## config.mk

```make
export PLATFORM = sky130hd
export DESIGN_NAME = sequence_reorder_buffer_core
export DESIGN_NICKNAME = d
export VERILOG_FILES = /design/src/sv/srb_pkg.sv /design/src/sv/srb_cell.sv /design/src/sv/sequence_reorder_buffer_core.sv
export SDC_FILE = /design/constraint.sdc
export NUM_CORES = 2
export LEC_CHECK = 0
export BUFFER_PORTS_ARGS = -buffer_cell sky130_fd_sc_hd__buf_2
export CAP_MARGIN = 0
export CORE_MARGIN = 5
export CORE_UTILIZATION = 62
export CTS_CLUSTER_DIAMETER = 50
export DETAILED_ROUTE_END_ITERATION = 10
export PLACE_DENSITY = 0.8
export SKIP_LAST_GASP = 1
export SYNTH_ARGS = -nofsm -noshare
export SYNTH_HDL_FRONTEND = slang
export SYNTH_HIERARCHICAL = 1
export SYNTH_SLANG_ARGS = --single-unit
```

## constraint.sdc

```tcl
create_clock -name i_clk -period 8.07 [get_ports i_clk]
set_input_delay 1.614 -clock i_clk [delete_from_list [all_inputs] [get_ports i_clk]]
set_output_delay 1.614 -clock i_clk [all_outputs]
set_load 0.01 [all_outputs]
```

## src/sv/srb_pkg.sv

```systemverilog
// Shared types and fixed constants of the sequence reorder buffer.
// No dependencies; used by srb_cell and sequence_reorder_buffer_core.
`default_nettype none

package srb_pkg;

    localparam int ID_W        = 64;
    localparam int HANDLE_W    = 16;
    localparam int LINK_W      = 3;
    localparam int TIMEOUT_W   = 16;
    localparam int LINKS       = 8;
    localparam int MAX_RESULTS = 32;
    localparam int CNT_W       = $clog2(MAX_RESULTS + 1);

    localparam logic [TIMEOUT_W-1:0] TIMEOUT_RESET = TIMEOUT_W'(100);

    // Item codes
    localparam logic CMD_ARRIVAL = 1'b0;
    localparam logic CMD_TICK    = 1'b1;
    localparam logic KIND_DELIVERY = 1'b0;
    localparam logic KIND_BEYOND   = 1'b1;

    typedef struct packed {
        logic                cmd;
        logic [ID_W-1:0]     message_id;
        logic [LINK_W-1:0]   link_index;
        logic [HANDLE_W-1:0] payload_handle;
    } t_in_item;

    typedef struct packed {
        logic [ID_W-1:0]     out_id;
        logic [HANDLE_W-1:0] out_handle;
        logic [LINK_W-1:0]   out_link;
        logic                out_kind;
        logic                out_last;
    } t_out_item;

    // Per-cycle command to the row of cells
    typedef struct packed {
        logic shift;   // every cell takes its upper neighbour's entry
        logic write;   // the selected cell stores the arrival if empty
    } t_cell_ctrl;

endpackage

`default_nettype wire

```

## src/sv/srb_cell.sv

```systemverilog
// One window cell: valid bit, handle and link of the entry at its offset.
// Depends on srb_pkg (t_cell_ctrl, LINK_W).
`default_nettype none

module srb_cell #(
    parameter int HW = 16
) (
    input  wire logic                      i_clk,
    input  wire logic                      i_rst_n,
    input  wire srb_pkg::t_cell_ctrl       i_ctrl,
    input  wire logic                      i_sel,
    input  wire logic [HW-1:0]             i_wr_handle,
    input  wire logic [srb_pkg::LINK_W-1:0] i_wr_link,
    input  wire logic                      i_nb_valid,
    input  wire logic [HW-1:0]             i_nb_handle,
    input  wire logic [srb_pkg::LINK_W-1:0] i_nb_link,
    output logic                           o_valid,
    output logic [HW-1:0]                  o_handle,
    output logic [srb_pkg::LINK_W-1:0]     o_link
);

    logic                       r_valid, n_valid;
    logic [HW-1:0]              r_handle, n_handle;
    logic [srb_pkg::LINK_W-1:0] r_link, n_link;
    logic                       store;

    // first copy wins: a duplicate never overwrites
    assign store = i_ctrl.write && i_sel && !r_valid;

    always_comb begin
        n_valid  = r_valid;
        n_handle = r_handle;
        n_link   = r_link;
        if (i_ctrl.shift) begin
            n_valid  = i_nb_valid;
            n_handle = i_nb_handle;
            n_link   = i_nb_link;
        end else if (store) begin
            n_valid  = 1'b1;
            n_handle = i_wr_handle;
            n_link   = i_wr_link;
        end
    end

    always_ff @(posedge i_clk) begin
        if (!i_rst_n) begin
            r_valid <= 1'b0;
        end else begin
            r_valid <= n_valid;
        end
    end

    always_ff @(posedge i_clk) begin
        r_handle <= n_handle;
        r_link   <= n_link;
    end

    assign o_valid  = r_valid;
    assign o_handle = r_handle;
    assign o_link   = r_link;

endmodule

`default_nettype wire

```

## src/sv/sequence_reorder_buffer_core.sv

```systemverilog
// Sequence reorder buffer top level: control sequencer over a row of srb_cell.
// Depends on srb_pkg and srb_cell.
`default_nettype none

// Restores id order for messages arriving over several links. An item is
// taken when start is high and busy is low; results come out at most one per
// cycle on o_result, marked by o_result_valid, and cannot be held off, so the
// receiver must take every strobed result. Cell k of the row holds the
// entry whose id is expected_id + k; delivering the head shifts the whole
// row down by one and bumps expected_id, so ordering needs no slot
// arithmetic. An arrival passes through the classify, drain and done
// states, a tick through the drain, timer and done states; when the gap
// timer fires, a tick also seeks past each empty offset in front of the
// lowest buffered id (at most WINDOW-1) and then makes a second drain
// pass. The row shifts one position per cycle in drain and seek.
// The last result of an item is on the ports in the first cycle with busy
// low. An arrival beyond the window gives one result with out_kind set,
// echoing its fields; stale ids, duplicates and bad links give none. The
// gap timeout register sits on its own valid/ready channel, always ready,
// and must only be written while idle.
module sequence_reorder_buffer_core #(
    parameter int WINDOW      = 32,
    parameter int HANDLE_BITS = 16
) (
    input  wire logic                           i_clk,
    input  wire logic                           i_rst_n,
    input  wire logic                           start,
    output logic                                busy,
    input  wire srb_pkg::t_in_item              i_item,
    output logic                                o_result_valid,
    output srb_pkg::t_out_item                  o_result,
    input  wire logic                           i_cfg_valid,
    output logic                                o_cfg_ready,
    input  wire logic [srb_pkg::TIMEOUT_W-1:0]  i_cfg_data
);

    localparam int HW   = (HANDLE_BITS < srb_pkg::HANDLE_W) ? HANDLE_BITS
                                                            : srb_pkg::HANDLE_W;
    localparam int OFFW = $clog2(WINDOW);
    localparam int ID_W = srb_pkg::ID_W;

    // sequencer states
    localparam logic [2:0] ST_IDLE  = 3'd0;
    localparam logic [2:0] ST_EVAL  = 3'd1;  // classify arrival, store in row
    localparam logic [2:0] ST_DRAIN = 3'd2;  // deliver head while valid
    localparam logic [2:0] ST_TIMER = 3'd3;  // tick: advance gap timer
    localparam logic [2:0] ST_SEEK  = 3'd4;  // skip empty offsets after timeout
    localparam logic [2:0] ST_DONE  = 3'd5;  // timer upkeep, flush last result

    logic [2:0]                       r_state, n_state;
    srb_pkg::t_in_item                r_item, n_item;
    logic [ID_W-1:0]                  r_exp, n_exp;
    logic                             r_gap_active, n_gap_active;
    logic [srb_pkg::TIMEOUT_W-1:0]    r_gap_count, n_gap_count;
    logic [srb_pkg::TIMEOUT_W-1:0]    r_timeout, n_timeout;
    logic [srb_pkg::CNT_W-1:0]        r_cnt, n_cnt;
    logic                             r_skip, n_skip;
    logic                             r_pend_valid, n_pend_valid;
    srb_pkg::t_out_item               r_pend, n_pend;
    logic                             r_out_valid, n_out_valid;
    srb_pkg::t_out_item               r_out, n_out;

    // cell row
    srb_pkg::t_cell_ctrl              cell_ctrl;
    logic [WINDOW-1:0]                cell_valid;
    logic [HW-1:0]                    cell_handle [WINDOW];
    logic [srb_pkg::LINK_W-1:0]       cell_link [WINDOW];
    logic [WINDOW-1:0]                cell_sel;

    // arrival classification
    logic [ID_W:0]                    diff;
    logic                             id_ge;
    logic                             in_win;
    logic                             link_ok;
    logic [OFFW-1:0]                  off_lo;
    logic [HW-1:0]                    arr_handle;
    logic                             any_valid;
    logic                             can_emit;
    logic [srb_pkg::TIMEOUT_W-1:0]    cnt_inc;
    logic                             accept;

    // gathered result of this cycle
    logic                             gen_valid;
    srb_pkg::t_out_item               gen_item;

    assign accept     = start && !busy;
    assign busy       = (r_state != ST_IDLE);
    assign diff       = {1'b0, r_item.message_id} - {1'b0, r_exp};
    assign id_ge      = !diff[ID_W];
    assign in_win     = diff[ID_W-1:0] < ID_W'(WINDOW);
    assign link_ok    = int'(r_item.link_index) < srb_pkg::LINKS;
    assign off_lo     = diff[OFFW-1:0];
    assign arr_handle = r_item.payload_handle[HW-1:0];
    assign any_valid  = |cell_valid;
    assign can_emit   = cell_valid[0] && (r_cnt < srb_pkg::CNT_W'(srb_pkg::MAX_RESULTS));
    assign cnt_inc    = (r_gap_count == '1) ? r_gap_count : r_gap_count + 1'b1;

    genvar g;
    generate
        for (g = 0; g < WINDOW; g++) begin : g_cell
            assign cell_sel[g] = (off_lo == OFFW'(g));
            if (g == WINDOW - 1) begin : g_top
                srb_cell #(.HW(HW)) u_cell (
                    .i_clk       (i_clk),
                    .i_rst_n     (i_rst_n),
                    .i_ctrl      (cell_ctrl),
                    .i_sel       (cell_sel[g]),
                    .i_wr_handle (arr_handle),
                    .i_wr_link   (r_item.link_index),
                    .i_nb_valid  (1'b0),
                    .i_nb_handle ('0),
                    .i_nb_link   ('0),
                    .o_valid     (cell_valid[g]),
                    .o_handle    (cell_handle[g]),
                    .o_link      (cell_link[g])
                );
            end else begin : g_mid
                srb_cell #(.HW(HW)) u_cell (
                    .i_clk       (i_clk),
                    .i_rst_n     (i_rst_n),
                    .i_ctrl      (cell_ctrl),
                    .i_sel       (cell_sel[g]),
                    .i_wr_handle (arr_handle),
                    .i_wr_link   (r_item.link_index),
                    .i_nb_valid  (cell_valid[g+1]),
                    .i_nb_handle (cell_handle[g+1]),
                    .i_nb_link   (cell_link[g+1]),
                    .o_valid     (cell_valid[g]),
                    .o_handle    (cell_handle[g]),
                    .o_link      (cell_link[g])
                );
            end
        end
    endgenerate

    always_comb begin
        n_state      = r_state;
        n_item       = r_item;
        n_exp        = r_exp;
        n_gap_active = r_gap_active;
        n_gap_count  = r_gap_count;
        n_timeout    = r_timeout;
        n_cnt        = r_cnt;
        n_skip       = r_skip;
        n_pend_valid = r_pend_valid;
        n_pend       = r_pend;
        n_out_valid  = 1'b0;
        n_out        = r_out;
        cell_ctrl    = '0;
        gen_valid    = 1'b0;
        gen_item     = '0;

        if (i_cfg_valid && o_cfg_ready) begin
            n_timeout = i_cfg_data;
        end

        case (r_state)
            ST_IDLE: begin
                if (accept) begin
                    n_item  = i_item;
                    n_cnt   = '0;
                    n_skip  = 1'b0;
                    n_state = (i_item.cmd == srb_pkg::CMD_TICK) ? ST_DRAIN : ST_EVAL;
                end
            end
            ST_EVAL: begin
                if (link_ok && id_ge) begin
                    if (!in_win) begin
                        gen_valid           = 1'b1;
                        gen_item.out_id     = r_item.message_id;
                        gen_item.out_handle = srb_pkg::HANDLE_W'(arr_handle);
                        gen_item.out_link   = r_item.link_index;
                        gen_item.out_kind   = srb_pkg::KIND_BEYOND;
                        n_cnt               = r_cnt + 1'b1;
                    end else begin
                        cell_ctrl.write = 1'b1;
                    end
                end
                n_state = ST_DRAIN;
            end
            ST_DRAIN: begin
                if (can_emit) begin
                    gen_valid           = 1'b1;
                    gen_item.out_id     = r_exp;
                    gen_item.out_handle = srb_pkg::HANDLE_W'(cell_handle[0]);
                    gen_item.out_link   = cell_link[0];
                    gen_item.out_kind   = srb_pkg::KIND_DELIVERY;
                    cell_ctrl.shift     = 1'b1;
                    n_exp               = r_exp + 1'b1;
                    n_cnt               = r_cnt + 1'b1;
                end else if (r_item.cmd == srb_pkg::CMD_TICK && !r_skip) begin
                    n_state = ST_TIMER;
                end else begin
                    n_state = ST_DONE;
                end
            end
            ST_TIMER: begin
                n_state = ST_DONE;
                if (r_gap_active && any_valid) begin
                    n_gap_count = cnt_inc;
                    if (cnt_inc >= r_timeout) begin
                        n_gap_active = 1'b0;
                        n_gap_count  = '0;
                        n_skip       = 1'b1;
                        n_state      = ST_SEEK;
                    end
                end
            end
            ST_SEEK: begin
                // something is buffered, so the head turns valid within WINDOW-1 shifts
                if (cell_valid[0]) begin
                    n_state = ST_DRAIN;
                end else begin
                    cell_ctrl.shift = 1'b1;
                    n_exp           = r_exp + 1'b1;
                end
            end
            ST_DONE: begin
                if (!any_valid) begin
                    n_gap_active = 1'b0;
                    n_gap_count  = '0;
                end else if (!r_gap_active) begin
                    n_gap_active = 1'b1;
                    n_gap_count  = '0;
                end
                if (r_pend_valid) begin
                    n_out_valid       = 1'b1;
                    n_out             = r_pend;
                    n_out.out_last    = 1'b1;
                    n_pend_valid      = 1'b0;
                end
                n_state = ST_IDLE;
            end
            default: begin
                n_state = ST_IDLE;
            end
        endcase

        // one result held back, so the final one can carry the last marker
        if (gen_valid) begin
            if (r_pend_valid) begin
                n_out_valid    = 1'b1;
                n_out          = r_pend;
                n_out.out_last = 1'b0;
            end
            n_pend_valid = 1'b1;
            n_pend       = gen_item;
        end
    end

    always_ff @(posedge i_clk) begin
        if (!i_rst_n) begin
            r_state      <= ST_IDLE;
            r_exp        <= '0;
            r_gap_active <= 1'b0;
            r_gap_count  <= '0;
            r_timeout    <= srb_pkg::TIMEOUT_RESET;
            r_cnt        <= '0;
            r_skip       <= 1'b0;
            r_pend_valid <= 1'b0;
            r_out_valid  <= 1'b0;
        end else begin
            r_state      <= n_state;
            r_exp        <= n_exp;
            r_gap_active <= n_gap_active;
            r_gap_count  <= n_gap_count;
            r_timeout    <= n_timeout;
            r_cnt        <= n_cnt;
            r_skip       <= n_skip;
            r_pend_valid <= n_pend_valid;
            r_out_valid  <= n_out_valid;
        end
    end

    always_ff @(posedge i_clk) begin
        r_item <= n_item;
        r_pend <= n_pend;
        r_out  <= n_out;
    end

    assign o_result_valid = r_out_valid;
    assign o_result       = r_out;
    assign o_cfg_ready    = 1'b1;

    // ---- checks ----
    a_pend_only_busy: assert property (@(posedge i_clk) disable iff (!i_rst_n)
        r_pend_valid |-> (r_state != ST_IDLE))
        else $error("held result outside an item");

    a_cnt_cap: assert property (@(posedge i_clk) disable iff (!i_rst_n)
        r_cnt <= srb_pkg::CNT_W'(srb_pkg::MAX_RESULTS))
        else $error("result count beyond cap");

    a_last_gap: assert property (@(posedge i_clk) disable iff (!i_rst_n)
        (o_result_valid && o_result.out_last) |=> !o_result_valid)
        else $error("result straight after a last marker");

    a_seek_has_entry: assert property (@(posedge i_clk) disable iff (!i_rst_n)
        (r_state == ST_SEEK) |-> any_valid)
        else $error("seek with empty window");

    a_busy_from_start: assert property (@(posedge i_clk) disable iff (!i_rst_n)
        $rose(busy) |-> $past(start))
        else $error("busy without a start");

endmodule

`default_nettype wire

```

# After elaboration in Yosys (flattened, before gate mapping)
# Index checks and enable logic that the tools add are counted.
# Widths: inputs -> output; s select.
[op_classes] n_reduce_logical=150 mul=0 add_sub_neg=4 shift=0 n_div=0 n_bitwise=1 n_lt_le_gt_ge=3 eq_ne=47 muxes=239
[op_table] op="$mux 16" n=67
[op_table] op="$mux 85" n=4
[op_table] op="$mux 84" n=3
[op_table] op="$mux 3" n=66
[op_table] op="$pmux 84 s2" n=1
[op_table] op="$mux 64" n=2
[op_table] op="$pmux 64 s2" n=1
[op_table] op="$mux 1" n=83
[op_table] op="$eq 5x5->1 const B" n=16
[op_table] op="$reduce_bool 2->1" n=35
[op_table] op="$logic_and 1x1->1" n=68
[op_table] op="$sub 64x64->65" n=1
[op_table] op="$add 64x1->64 const B" n=1
[op_table] op="$lt 64x6->1 const B" n=1
[op_table] op="$eq 5x4->1 const B" n=8
[op_table] op="$logic_not 1->1" n=34
[op_table] op="$pmux 16 s2" n=1
[op_table] op="$reduce_or 32->1" n=1
[op_table] op="$mux 6" n=4
[op_table] op="$eq 5x3->1 const B" n=4
[op_table] op="$pmux 6 s3" n=1
[op_table] op="$add 16x1->16 const B" n=1
[op_table] op="$eq 16x16->1 const B" n=1
[op_table] op="$ge 16x16->1" n=1
[op_table] op="other kinds (22)" n=39
[totals] n_memories=0 latchBits=0 out_inout_bits=88 elab_cells=562 rom_bits=0 ramBits=0 ff_bits=1002

# Longest topological paths before layout
[logic_depth] word_depth=9 ltp_mapped=21 mapped_depth_nobuf=20

# Cells and area by module
# The synthesis kept the hierarchy.
[by_module_without_submodules] mod="srb_cell" area_per_inst_um2=863.3 n_inst=32 seq_area_each_um2=590.6 cells_each=47
[by_module_without_submodules] mod="sequence_reorder_buffer_core" area_per_inst_um2=20404.6 n_inst=1 seq_area_each_um2=9779.4 cells_each=2109

# Least setup slack after synthesis
# Ideal clock, no wire load.
[synth_timing] path_type="register -> register" start="register r_item[19] (netlist name)" end="register g_cell[0].g_mid.u_cell.r_handle[0] (enable)" setup_ns=0.399 required_time_ns=7.671 period_less_slack_ns=5.823 t_arrival_ns=5.424 path_stages_with_launch=18 setup_slack_ns=2.247 cell_sequence="edfxtp_1 inv_1 ha_1 inv_1 fa_1 a211oi_1 o21ai_0 a22oi_1 a21oi_1 or2_1 xor2_1 nor4_1 nand4_1 nor4_4 nand3_1 nor2_1 nand2_1 o21bai_1"
[synth_lines] item="from (decl)" line="sequence_reorder_buffer_core.sv:51" rtl="srb_pkg::t_in_item r_item, n_item;"
[synth_lines] item="from (signal assigned)" line="sequence_reorder_buffer_core.sv:276" rtl="r_item <= n_item;"
[synth_lines] item="to (signal assigned)" line="srb_cell.sv:54" rtl="r_handle <= n_handle;"
[synth_lines] item="to (decl)" line="srb_cell.sv:23" rtl="logic [HW-1:0] r_handle, n_handle;"

==> results.cfg <==
[clocking]
cts_buffers = 106
cts_resized = 0
cts_num_sinks = 1002
cts_tree = yes
htreeDepth = 3
root_buffer = clkbuf_16
hold_buffers = 0
clk_path_buf_depth = 3
cts.clk_slew.worst_paths_ns = 0.06
clk_latency_ns = 0.69
cts_setup_buffers = 0

[critical_path]
r2r_slack_ns = 1.32
arrival_ns = 7.05
crit_type = flop to flop
critPathMaxFanout = 20
cp-start-kind = flop
required_ns = 8.37
cp-end-kind = flop

[logic_synthesis]
ys_async_sr_fraction_pct = 0
synth-simple-area-share_pct = 7.99
yosys.area_share.adder_pct = 2.20
ys_top_cells_by_area = edfxtp_1 (54%), mux2_2 (14%), dfxtp_1 (5.9%), nor2_1 (2.4%), mux2i_1 (2.2%)
synth_compound_area_share_pct = 8.21
synth-main-ff-cell = edfxtp_1
yosysSeqAreaShare_pct = 59.7
synth_most_common_cell = edfxtp_1
synth_mux_area_share_pct = 16.6
synthXorXnorAreaFrac_pct = 1.62
synth_area_per_cell_um2 = 13.3
yosysTopAreaCellShare_pct = 53.8
synth_top_family_by_area = multiplexers
yosys_register_bits = 1002
synth_cell_types = 85
synthesis.area_um2 = 48000
synth_commonest_cells = edfxtp_1 (861), mux2_2 (616), nor2_1 (303)
synth_cells = 3613
synth_warnings = 6
synth_edf_count = 861
netlist.top_cell.by_area = edfxtp_1

[route]
drc_errors = 0
vias = 30400
wl_mm = 115
routedWlPerCell_um = 23.2
route.antenna.remaining_nets = 0
drt_pass1_iterations = 5
viasPerCell = 6.13
drt_iter0_drc = 2250

[global_route]
antenna_found_initial = 6
grtUsageTotal_pct = 27.3
overflow = 0
grt_max_degree = 227
grt_pass1_vias = 30500
grt_pass1_wl_mm = 177

[timing]
fin_setup_tns_ns = 0
slew_headroom_pct = 13.9
fin_crit_sh_pct = 83.6
timing.fmax_mhz = 148
post-route-min-period_ns = 6.75
timing.hold.ws_ns = 0.493
rsz0062_at_grt = false
hold_viol = 0
setup_viol_count_final = 0
timing_worst_slew_pin_value_ns = 1.29
finClkSkew_ns = 0.0396
drv_slew = 0

[floorplanning]
die_w_um = 288
core_um2 = 77100
dieArea_um2 = 83100
die-height_um = 288
io_pins = 192
row_count = 102
start_util_pct = 62.3

[pwr]
power-per-cell-area_nw_per_um2 = 283
vdd_drop_max_uv = 235
p_leak_nw = 18.0

[finish]
syn_to_final_growth_pct = 11.1
nets = 4006
drive_above_1_share_pct = 28.8
register_area_um2 = 28700
multi_input_comb_area_um2 = 17700
fill_cells = 5272

[placed_design]
io_buffers = 190
gp_congestion = 0.992
detailed_place_hpwl_mm = 76.4

[run]
drv_cap = 0

[worst_hold_path]
hold_class = flop to flop

[status]
status = completed
==> report_power, final <==
part / internal, W / leakage, nW / switching, W / total (W)
combinational: 0.00136 / 7.30 / 0.00205 / 0.00341
sequential: 0.00661 / 9.03 / 0.000266 / 0.00688
clock: 0.00279 / 1.69 / 0.00203 / 0.00481
total: 0.0108 / 18.0 / 0.00434 / 0.0151
==> layer usage <==
layer  wire (µm)  vias up  global-route usage [%]
met5           0        -                       0
met4        4220        0                    9.49
met3        6800      242                    4.70
met2       57600     1035                    47.1
met1       46300    15000                    35.3
li1            -    14100                       -
==> worst paths after layout <==
check | start | endpoint | cells past startpoint
worst max register to register | r_exp[0]$_SDFFE_PN0P_ | g_cell[31].g_top.u_cell/o_handle[8]$_DFFE_PP_ | 16
worst min register to register | r_exp[52]$_SDFFE_PN0P_ | r_exp[52]$_SDFFE_PN0P_ | 2
worst min-delay path | r_exp[52]$_SDFFE_PN0P_ | r_exp[52]$_SDFFE_PN0P_ | 2
worst max-delay path | r_exp[0]$_SDFFE_PN0P_ | g_cell[31].g_top.u_cell/o_handle[8]$_DFFE_PP_ | 16
==> cell type report <==
class / instances / area share, %
Antenna cell: 5 / 0.0235
Multi-Input combinational cell: 2278 / 33.2
Clock inverter: 52 / 1.16
Sequential cell: 1002 / 53.8
Timing Repair Buffer: 255 / 2.74
Inverter: 175 / 1.24
Tap cell: 1040 / 2.44
Clock buffer: 144 / 5.39
==> cell families (layout without fill, tap and decap cells) <==
kind of cell | Yosys count | in the layout
compound gates | 544 | 544
xor+xnor | 89 | 89
fa+ha+maj | 84 | 84
buf+inv | 352 | 626
flops | 1002 | 1002
mux | 720 | 720
other cells | 2 | 26
simple gates | 820 | 820
==> critical path: stages, from the launching register on <==
cell and delay, ns:
dfxtp_1 0.44, ha_1 0.26, inv_1 0.07, fa_1 0.45, a211oi_1 0.35, o21ai_0 0.21, a22oi_1 0.58, o32ai_1 0.19
a2111oi_0 0.57, nand4_1 0.17, nor4_1 0.27, nand4_1 0.24, nor4_4 0.41, nand3_1 0.18, nor2_2 0.83, nand2_1 0.23
o21bai_2 0.87
==> sequential cells by signal (all words and copies together), names as in the netlist, named ones only <==
signal,cells
g_cell.g_top.u_cell/o_link,3
r_state,3
g_cell.g_top.u_cell/o_handle,16
r_gap_count,16
g_cell.g_mid.u_cell/o_valid,31
g_cell.g_mid.u_cell/o_link,93
r_gap_active,1
r_pend_valid,1
r_pend,84
o_result_valid,1
g_cell.g_top.u_cell/o_valid,1
r_cnt,6
r_item,68
arr_handle,16
g_cell.g_mid.u_cell/o_handle,496
r_timeout,16
r_skip,1
r_exp,64
==> stage by stage <==
step | instances | power, W | instance area [µm²] | worst slack (ns) | util (%)
6_report | 4951 | 0.0151 | 53300 | 1.32 | 69.2
2_1_floorplan | 3632 | 0.00937 | 48100 | 2.25 | -
3_5_place_dp | 4750 | 0.0103 | 49800 | 1.53 | 64.7
4_1_cts | 4946 | 0.0152 | 53300 | 1.45 | 69.2
5_1_grt | 4951 | 0.0157 | 53300 | 0.902 | 69.2
3_3_place_gp | 4750 | 0.0103 | 49800 | 1.55 | 64.7
==> cell usage in the layout, fill, tap and decap left out, types with 77 or more instances in the layout <==
cell type | netlist | final
edfxtp_1 | 861 | 861
mux2_2 | 616 | 616
nor2_1 | 303 | 302
nand2_1 | 210 | 210
buf_2 | 25 | 190
inv_1 | 174 | 171
a21oi_1 | 142 | 141
dfxtp_1 | 141 | 140
clkbuf_16 | 0 | 106
mux2i_1 | 104 | 104
a22o_1 | 85 | 85
ha_1 | 83 | 83
o21ai_0 | 80 | 80
xnor2_1 | 77 | 77
(Power assumes the default switching activity.)
